[config.mk]
export PLATFORM = sky130hd
export DESIGN_NAME = rst_front
export DESIGN_NICKNAME = d
export VERILOG_FILES = /design/src/design/rst_pkg.sv /design/src/design/rst_front.sv
export SDC_FILE = /design/constraint.sdc
export NUM_CORES = 1
export LEC_CHECK = 0
export BUFFER_PORTS_ARGS = -buffer_cell sky130_fd_sc_hd__buf_4
export CORE_ASPECT_RATIO = 1.5
export CORE_MARGIN = 8
export CORE_UTILIZATION = 47
export DETAILED_ROUTE_END_ITERATION = 7
export PLACE_DENSITY = 0.76
export SLEW_MARGIN = 20
export SYNTH_ARGS = -nofsm -noshare
export SYNTH_HDL_FRONTEND = slang
export SYNTH_SLANG_ARGS = --single-unit
[constraint.sdc]
create_clock -name clock -period 5.9 [get_ports clock]
set_input_delay 0.59 -clock clock [delete_from_list [all_inputs] [get_ports clock]]
set_output_delay 0.59 -clock clock [all_outputs]
set_load 0.01 [all_outputs]
[src/design/rst_pkg.sv]
// Package for the send tracker: sizes, command and result codes, shared types.
// No dependencies.
`timescale 1ns / 1ps
`default_nettype none
package rst_pkg;
   localparam int MAX_ENTRIES = 64;
   localparam int PAYLOAD_BYTES = 1024;
   localparam int MAX_PACKETS = 255;
   localparam int RESULT_LIMIT = 64;
   localparam int SLOT_W = $clog2(MAX_ENTRIES);
   localparam int CNT_W = $clog2(MAX_ENTRIES + 1);
   localparam logic [47:0] TIMEOUT_AT_RESET = 48'd50000;

   typedef enum logic [1:0] {
      CMD_NEW = 2'd0, CMD_COMPLETE = 2'd1, CMD_RESEND = 2'd2, CMD_PROBE = 2'd3
   } cmd_type;

   typedef enum logic [2:0] {
      KIND_ACCEPTED = 3'd0, KIND_FULL = 3'd1, KIND_RETRANSMIT = 3'd2,
      KIND_BAD_INDEX = 3'd3, KIND_COMPLETED = 3'd4, KIND_PROBE = 3'd5
   } kind_type;

   typedef struct packed {
      cmd_type     cmd;
      logic [31:0] source_ip;
      logic [31:0] dest_ip;
      logic [31:0] message_id;
      logic [17:0] message_length;
      logic [15:0] port_number;
      logic [7:0]  packet_index;
      logic        index_valid;
      logic [47:0] now_time;
      logic [7:0]  count;
   } item_type;

   typedef struct packed {
      kind_type    kind;
      logic [31:0] source_ip;
      logic [31:0] dest_ip;
      logic [31:0] message_id;
      logic [17:0] length;
      logic [15:0] port;
      logic [7:0]  count_or_index;
      logic        last;
   } result_type;

   typedef enum logic [2:0] {
      ST_IDLE, ST_SEARCH, ST_EXEC, ST_PROBE_RD, ST_PROBE_CHK, ST_EMIT
   } state_type;

   function automatic logic [7:0] packet_count(input logic [17:0] len);
      logic [18:0] c;
      c = (19'(len) + 19'(PAYLOAD_BYTES - 1)) / 19'(PAYLOAD_BYTES);
      packet_count = (c > 19'(MAX_PACKETS)) ? 8'(MAX_PACKETS) : c[7:0];
   endfunction
endpackage
`default_nettype wire

[src/design/rst_front.sv]
// Front end of the send tracker: take request beats, work out packet counts
// and hold them in a short queue for the engine. Uses rst_pkg.
`timescale 1ns / 1ps
`default_nettype none
module rst_front import rst_pkg::*; (
   input  wire logic        clock,
   input  wire logic        reset,
   input  wire logic        req_valid,
   output logic             req_ready,
   input  wire item_type    req_item,
   output logic             item_valid,
   input  wire logic        item_ready,
   output item_type         item_out
);
   item_type q_ff [2];
   logic [1:0] cnt_ff, cnt_in;
   logic rd_ff, rd_in, wr_ff, wr_in;
   logic push, pop;
   item_type cooked;

   always_comb begin
      cooked = req_item;
      cooked.count = packet_count(req_item.message_length);
   end

   assign req_ready = (cnt_ff != 2'd2);
   assign item_valid = (cnt_ff != 2'd0);
   assign item_out = q_ff[rd_ff];
   assign push = req_valid && req_ready;
   assign pop = item_valid && item_ready;
   assign cnt_in = cnt_ff + {1'b0, push} - {1'b0, pop};
   assign rd_in = rd_ff ^ pop;
   assign wr_in = wr_ff ^ push;

   always_ff @(posedge clock) begin
      if (reset) begin
         cnt_ff <= '0;
         rd_ff <= 1'b0;
         wr_ff <= 1'b0;
      end else begin
         cnt_ff <= cnt_in;
         rd_ff <= rd_in;
         wr_ff <= wr_in;
      end
      if (push) q_ff[wr_ff] <= cooked;
   end
endmodule
`default_nettype wire

Word-level counts from Yosys, hierarchy flattened
Memory sizes are Yosys's and may differ from the RTL's. A register that Yosys moved wholly into a read port is not among the register bits. Cells that the tools add are included.

Register bits: 4. RAM bits: 394. Bits of input ports: 201. Memories kept: 1.

$add $sub $neg: 3. Magnitude comparators: 1. Equal/unequal tests: 1. Multiplexer cells: 4. Bitwise logic cells: 2. Reductions and logical operators: 3.

Memories: q_ff (depth 2, width 197, read ports 1, clocked after Yosys merged registers in 1, wr ports 1, line rst_front.sv:15) `item_type q_ff [2];`.

Operators with widths (count): 18-bit by 10-bit adder with 19-bit output (second input constant) (1); 9-bit by 8-bit greater-than comparator with 1-bit output (second input constant) (1); 8-bit two-way mux (1); 1-bit two-way mux (3); 2-bit by 1-bit adder with 2-bit output (1); 1-bit logical AND (2); 2-bit inequality test (second input constant) (1); 2-bit nonzero test (1); 2-bit by 1-bit subtractor with 2-bit output (1); 1-bit bitwise XOR (2).

Logic depth before layout (Yosys ltp)
Gate-level depths: netlist of the first run.

Depth in word-level cells: 4. Gate-level depth with buffers: 8. Depth with buffers taken out: 8.

Worst setup path after synthesis of the first run
OpenSTA, ideal clock, no wires.

Kind: in2reg. Start: in req_valid. End: mem q_ff[1][0] (netlist name) (enable). Setup time: 0.583 ns. Arrival: 5.274 ns. Data required time: 5.317 ns. Setup slack: 0.043 ns. Cell stages on the path: 3. Buffers on the path: 0. Path through: nand2_1 -> inv_1 -> ha_1.

Longest elaborated chain between the ends: 3.

RTL lines: from (decl) (line rst_front.sv:8) `input wire logic req_valid,`; 1-bit logical AND (line rst_front.sv:29) `assign push = req_valid && req_ready;`; 1-bit two-way mux (line rst_front.sv:45) `if (push) q_ff[wr_ff] <= cooked;`; 1-bit two-way mux (implied by the code) (line rst_front.sv:45); to (decl) (line rst_front.sv:15).

No other way between the ends.

==> results summary, run 1 <==
Traced cell by cell, the critical path runs through buf_4 > mux2_2 > buf_4. Leaving out fill and tap cells, the most frequent cell in the layout is buf_4. The kind of critical path is flop to output port. The depth of the worst register-to-register path came out at 5. The net switching share of the total power is 0.263. The wire length of the first global-routing pass came out at between 40 and 50 mm. The final clock period utilization by the worst path came out at 0.489.

The summed negative setup slack over all endpoints came out at 0 ns. By area the synthesized netlist is led by edfxtp_1 (81%), mux2_2 (15%), buf_2 (0.72%). The launch instance of the worst register-to-register path is cnt_ff[0]. The final max-slew violation count is 0. After detailed routing, the average wire length per cell comes to about 22 um. The area enclosed by the die boundary came out at 37000 um2. The count of unresolved DRC violations after routing came out at 0.

The worst-case headroom to the max-slew limit came out at 0.312. The total number of vias is 7557. The routability congestion estimate from global placement came out at approximately 0.77. The mapped netlist covers about 15000 um2.

The final hold slack is 0.257 ns. The number of endpoints failing setup at the final stage is 0. Counting every instance in the synthesized netlist gives 666. The buffer cell driving the clock tree root is clkbuf_16. The largest single stage delay on the critical path is approximately 0.62 ns. In this run, the number of DRC markers left after iteration 0 of detailed routing was around 370. The measured slew at the worst slew-check pin came out at between 1 and 1.5 ns.

After layout, the worst setup slack is between 3 and 4 ns. STA puts the critical path data required time at 5.31 ns. Of the total power, the clock network draws 0.269. The most critical setup path has its endpoint at item_out[38]. The via count of the first global-routing pass is about 8000. The final count of hold timing violations is 0. The mean instance size in the synthesized netlist is between 20 and 25 um2.

By instance count, the cell type seen most on the critical path is buf_4. The net count of the mapped netlist came out at ~870. The synthesis-stage register bit count came out at roughly 400. The number of fill cells is 2187. Of the synthesized area, sequential elements account for 0.817. The cell family contributing the most delay on the critical path is buffers and inverters. Entering global routing, the biggest net connects ~120 pins. The critical path contains buffers and inverters numbering 2 combined.

The total number of yosys warnings is 0. The number of buffers inserted by hold repair at cts came out at 0. The beginning of the critical path is rd_ff. From synthesis to final layout, the design area changed by 31.0%. The post-layout utilization of the core came out at 0.620. The fraction of power consumed by sequential logic is 0.465. Setup slack on the worst reg-to-reg path comes out at between 3 and 4 ns.

The share of final-layout standard cells stronger than drive strength 1 is 0.591. For this run, asynchronously set or reset flops after synthesis account for 0. The internal power of the cells came out at just under 6 mW.

The final-stage net count is 1287. The I/O pin count is 400. Setup repair after global routing left no endpoint under its margin. The worst setup timing slack at the placement stage is around 3.0 ns.

The routed design has 32.6 mm of wire. In this run the worst hold path is classified as primary input to flop. Dividing total power by cell area gives a power density of around 420 nW/um2. The clock latency on the worst-skew pair came out at roughly 0.5 ns. Yosys mapped the design onto 28 distinct sky130hd cell types.

The minimum clock period came out at ~2.9 ns. The library cell with the largest summed area after synthesis is edfxtp_1. The number of clock buffers added by TritonCTS is 37.

The net switching power figure came out at 2.09 mW. The clock-pin slew on the worst setup and hold paths came out at roughly 0.07 ns. The total leakage power is ~7 nW. The total placed cells including tap cells came out at 1447. The flow ran to the end, and the final reports show no timing, DRC or antenna violations. Leaving out fill and tap cells, the most frequent cells in the layout are buf_4 (397), edfxtp_1 (394), mux2_2 (198). The core box area came out at about 30000 um2.

The first-pass iteration count of the detailed router is 4. STA puts the critical path data arrival time at between 2 and 2.5 ns. After clock tree synthesis, the repair step resized 0 gates. The number of max-cap violations is 0. For this configuration, the core starts out at a cell density of 0.473.

The worst setup path is captured at an output port. The highest clock rate is between 300 and 400 MHz. The cell area after layout came out at between 15000 and 20000 um2.

In this run the number of cells on the critical path is 3. In this run the cell area measured after placement is between 15000 and 20000 um2. TritonCTS built the clock tree. The endpoint of the worst-slack reg-to-reg timing path is q_ff[0][142]. Along the worst path, the maximum fanout reaches 45. Buffers added to address setup during post-CTS repair amount to 0. The residual antenna-violating net count after detailed routing is 0. The number of sinks on the clock net came out at 398. Once layout is complete, the cells apart from fillers number between 1500 and 2000. The initial antenna violation count was 3. The final setup skew came out at between 0.009 and 0.01 ns.

The total global routing overflow is 0. The vertical extent of the die is between 200 and 250 um. The worst-case vdd ir drop came out at between 0.3 and 0.4 mV. The number of placement rows is just under 80. In this run the horizontal extent of the chip is approximately 160 um. The share of Yosys cell area claimed by the top area cell type is 0.811. The sum of net half-perimeters after detailed placement is about 23 mm. The maximum buffer depth of the clock tree is 3. The number of enable-type register cells in the synthesized netlist came out at between 300 and 400. The kind of launch point of the worst setup path is a flop. The detailed-route vias per instance came out at 5.01. The count of H-tree levels built during CTS came out at 2. Overall power consumption after layout is estimated at ~8.0 mW.

The share of total power dissipated in combinational logic is 0.266. The port buffer count is 391. The dominant synthesized flop cell is edfxtp_1. The slowest stage of the critical path belongs to the cell dfxtp_4. The all-layer global routing usage came out at 0.169.
[cell families (layout without fill, tap and decap cells)]
family / Yosys count / after routing / share of synthesized area
flip-flops: 398 / 398 / 0.817
multiplexers: 199 / 199 / 0.154
buffers and inverters: 27 / 463 / 0.00875
AND/OR/NAND/NOR: 21 / 21 / 0.00883
AO/OA/AOI/OAI: 14 / 14 / 0.00669
adder cells (fa/ha/maj): 4 / 4 / 0.00343
XOR/XNOR: 3 / 3 / 0.00180
other: 0 / 1 / 0
[power by group through the flow]
stage / Sequential [mW] / Clock (mW) / Combinational [mW]
3_5_place_dp: 3.81 / 0 / 2.10
2_1_floorplan: 3.79 / 0 / 1.12
6_report: 3.70 / 2.14 / 2.12
3_3_place_gp: 3.78 / 0 / 2.09
5_1_grt: 3.73 / 2.30 / 2.26
4_1_cts: 3.75 / 2.21 / 2.11
[worst min-delay path by stage]
| stage | cells past startpoint | slack (ns) | start | to |
|---|---|---|---|---|
| after global routing | 1 | 0.24 | req_item[77] | q_ff[0][77] |
| final | 1 | 0.26 | req_item[159] | q_ff[0][159] |
| after global placement | 2 | 0.54 | cnt_ff[1] | cnt_ff[1] |
| after detailed placement | 2 | 0.55 | cnt_ff[1] | cnt_ff[1] |
| after CTS | 1 | 0.23 | req_item[67] | q_ff[0][67] |
| after floorplan | 2 | 0.50 | cnt_ff[1] | cnt_ff[1] |
[cell usage after synthesis (2+ instances only)]
library cell,instances
clkbuf_1,2
dfxtp_1,4
a41oi_1,3
xnor2_1,2
nor4_2,2
a31oi_1,5
mux2_2,198
inv_1,4
nor2b_1,2
o21ai_0,2
nand4_1,2
edfxtp_1,394
ha_1,4
nor2_1,6
buf_2,21
nand2_1,3
[layer usage]
layer / vias to the layer above / share of wire / global-route usage
li1: 3481 / - / -
met2: 281 / 0.55 / 0.312
met1: 3719 / 0.34 / 0.170
met3: 72 / 0.070 / 0.0504
met4: 4 / 0.045 / 0.0847
met5: - / 0.00083 / 0
[area by class of cell]
class                           count  area, um2  area share
Antenna cell                        1       2.50    0.000131
Clock buffer                       49        971      0.0508
Tap cell                          405        507      0.0265
Timing Repair Buffer              400       3050       0.159
Inverter                            4       15.0    0.000785
Sequential cell                   398      11900       0.623
Multi-Input combinational cell    241       2570       0.135
Clock inverter                     10       83.8     0.00439
[flip-flops by register name, indices dropped and copies added, names as in the netlist]
register / flops
cnt_ff: 2
q_ff: 394
rd_ff: 1
wr_ff: 1
Power figures use the tool's default switching activity.
==> run 2: changes to the inputs <==
- CORE_UTILIZATION: 47 -> 52
- PLACE_DENSITY: 0.76 -> 0.79
- clock period: 5.9 -> 2.8 ns (I/O delays scaled with it)
==> run 2 against run 1 <==
Compared with the run above: hold slack got worse by 0.23 ns; flip-flop and latch count unchanged; total power up 120%; sequential share of layout area down 6.1 points; routed wire length increased by 20%; die area fell by 8.8%; first-iteration DRC count rose by 19%; clock skew increased by 0.0033 ns; highest routed layer is now met4.
==> results summary, run 2 (same netlist as run 1, synthesis figures left out) <==
The overall power after layout came out at about 18 mW. Clock tree synthesis selected as its root buffer the cell clkbuf_16. Setup repair after global routing left no endpoint under its margin. The total global routing overflow is 0. In this run the most critical hold path is launched from req_item[95]. The nature of the critical path endpoint is an output port. The number of endpoints failing setup at the final stage came out at 0. The library cell contributing the largest single delay on the critical path is dfxtp_4. Across every metal layer, demand over resource in global routing totals 0.226. The net count of the finished layout is roughly 1500. TritonCTS built the clock tree. The worst hold path terminates at q_ff[1][95]. The residual antenna-violating net count after detailed routing is 0. The number of placement rows came out at 75. The kind of launch point of the worst setup path is a flop. The endpoint of the worst-slack reg-to-reg timing path is q_ff[0][11]. The vertical extent of the die came out at approximately 220 um. The depth of the worst register-to-register path is 5.

The die covers between 30000 and 40000 um2. The most frequent standard cell in the layout excluding fill and tap cells is buf_4. The initial antenna violation count was 3. The clock latency on the worst-skew pair is between 0.5 and 0.6 ns.

The wire length of the first global-routing pass came out at between 50 and 60 mm. The most used cell along the critical path is buf_4. The count of buffers added on input and output ports is about 400.

The count of H-tree levels built during CTS came out at 2. The largest registers in the layout are q_ff: 394 flops, cnt_ff: 2 flops. The final count of hold timing violations is 0. The depth of the critical timing path with buffers and inverters included is 3.

The gate family responsible for the most delay along the worst path is flip-flops. The count of cells along the worst hold path came out at 1. The final clock period utilization by the worst path is 0.883. The I/O pin count is 400.

The post-CTS setup repair buffer count came out at 0. Ranked by flip-flop count, first place goes to q_ff. Entering global routing, the biggest net connects 64 pins. The number of buffers and inverters on the critical path is 2. The critical path arrival came out at around 2.2 ns. After filler insertion, the fill cell instance count of the layout stands at between 1000 and 1500.

The startpoint identified for the worst register-to-register timing path is cnt_ff[0]. For the pin with the worst max-slew slack, the measured transition is 0.661 ns. Derived from the worst setup path, the maximum achievable clock frequency is between 400 and 500 MHz. Dividing total power by cell area gives a power density of 834 nW/um2. The setup slack on the worst flop-to-flop path is slightly above 0.8 ns.

Clock-pin slew was measured on the worst setup and hold paths at 0.07 ns. Before antenna repair, the detailed router went through 5 iterations. The number of DRC violations after detailed-routing iteration 0 came out at approximately 450. The flow ran to the end, and the final reports show no timing, DRC or antenna violations. On the worst path, the slowest cell contributes a delay of between 0.6 and 0.7 ns.

The path type of the worst min-delay path is primary input to flop. The core box area came out at 27800 um2. The kind of critical path is flop to output port.

The number of flip-flops in the largest register came out at 394. The count of unresolved DRC violations after routing came out at 0. The required time at the worst-slack endpoint came out at about 2.5 ns.

Traced cell by cell, the critical path runs through buf_4 > mux2_2 > buf_4. For this block, the routed nets add up to between 30 and 40 mm of wire. For this configuration, the core starts out at a cell density of 0.525.

The minimum clock period is 2.47 ns. The routed wirelength normalized by instance count came out at between 20 and 25 um. The post-layout utilization of the core is 0.763. Leaving out fill and tap cells, the most frequent cells in the layout are buf_4 (402), edfxtp_1 (394), mux2_2 (198).

The area growth from synthesis to final layout came out at 45.3%. For this design, the sink count on the clock tree is ~400. The width of the die came out at 153 um. The sum of net half-perimeters after detailed placement is between 20 and 25 mm.

The final max-slew violation count came out at 0. The longest clock path from root to sink contains 3 buffers. The tool flagged a number of max-cap violations equal to 0. The detailed-route vias per instance came out at 5.23. At the end of routability-driven placement, the weighted congestion stood at around 0.80.

The via count of the first global-routing pass came to 9739. The final setup skew is between 0.01 and 0.015 ns. The share of final-layout standard cells stronger than drive strength 1 came out at 0.511.

The total number of vias came out at around 8700. Clock tree synthesis inserted a total of 35 buffers. The worst-case headroom to the max-slew limit is 0.559. The largest fanout of any net on the critical path is 33. VDD sags by at most 0.725 mV.

In this run the static leakage power is a little under 8 nW.
[run 2: metrics by stage]
step	setup slack [ns]	hold WS (ns)	cell area [um2]	instances	TNS, ns
2_1_floorplan	-0.830	0.347	14600	666	-326.83
3_3_place_gp	0.856	0.465	18200	1401	0
3_5_place_dp	0.820	0.468	18200	1401	0
4_1_cts	0.301	0.00120	21200	1652	0
5_1_grt	0.241	0.00538	21200	1655	0
6_report	0.327	0.0268	21200	1655	0
[run 2: how the worst max path moves through the flow]
stage	start	endpoint	slack, ns
after CTS	rd_ff	item_out[126]	0.30
final	rd_ff	item_out[48]	0.33
after global routing	rd_ff	item_out[124]	0.24
after floorplan	cnt_ff[0]	q_ff[1][0]	-0.83
after global placement	cnt_ff[0]	q_ff[0][36]	0.86
after detailed placement	cnt_ff[0]	q_ff[0][37]	0.82
[run 2: where the power goes]
part	internal [mW]	leakage (nW)	switching (mW)	total (mW)
registers	7.55	3.72	0.278	7.83
logic	2.56	3.67	2.42	4.98
clock network	2.79	0.559	2.07	4.86
total	12.9	7.95	4.77	17.7
[run 2: layout make-up]
type	instances	area, um2	share of cell area
clock buffers	46	960	0.0453
multi-input cells	241	2570	0.121
diodes	3	7.51	0.000354
well taps	346	433	0.0204
flip-flops and latches	398	11900	0.562
clock inverters	16	178	0.00838
inverters	4	15.0	0.000709
repair buffers	601	5110	0.241
[run 2: metal layers]
| metal | part of all wire | vias to the layer above | global-route usage | routed length [um] |
|---|---|---|---|---|
| li1 | - | 3894 | - | - |
| met1 | 0.34 | 4334 | 0.218 | 13100 |
| met2 | 0.55 | 335 | 0.428 | 21700 |
| met3 | 0.059 | 100 | 0.0577 | 2310 |
| met4 | 0.051 | 0 | 0.124 | 1990 |
| met5 | 0 | - | 0 | 0 |
[run 2: repair_timing]
item	CTS	global route
setup endpoints to repair	0	0
resized for setup	0	0
hold buffers	189	0
hold endpoints to repair	380	0
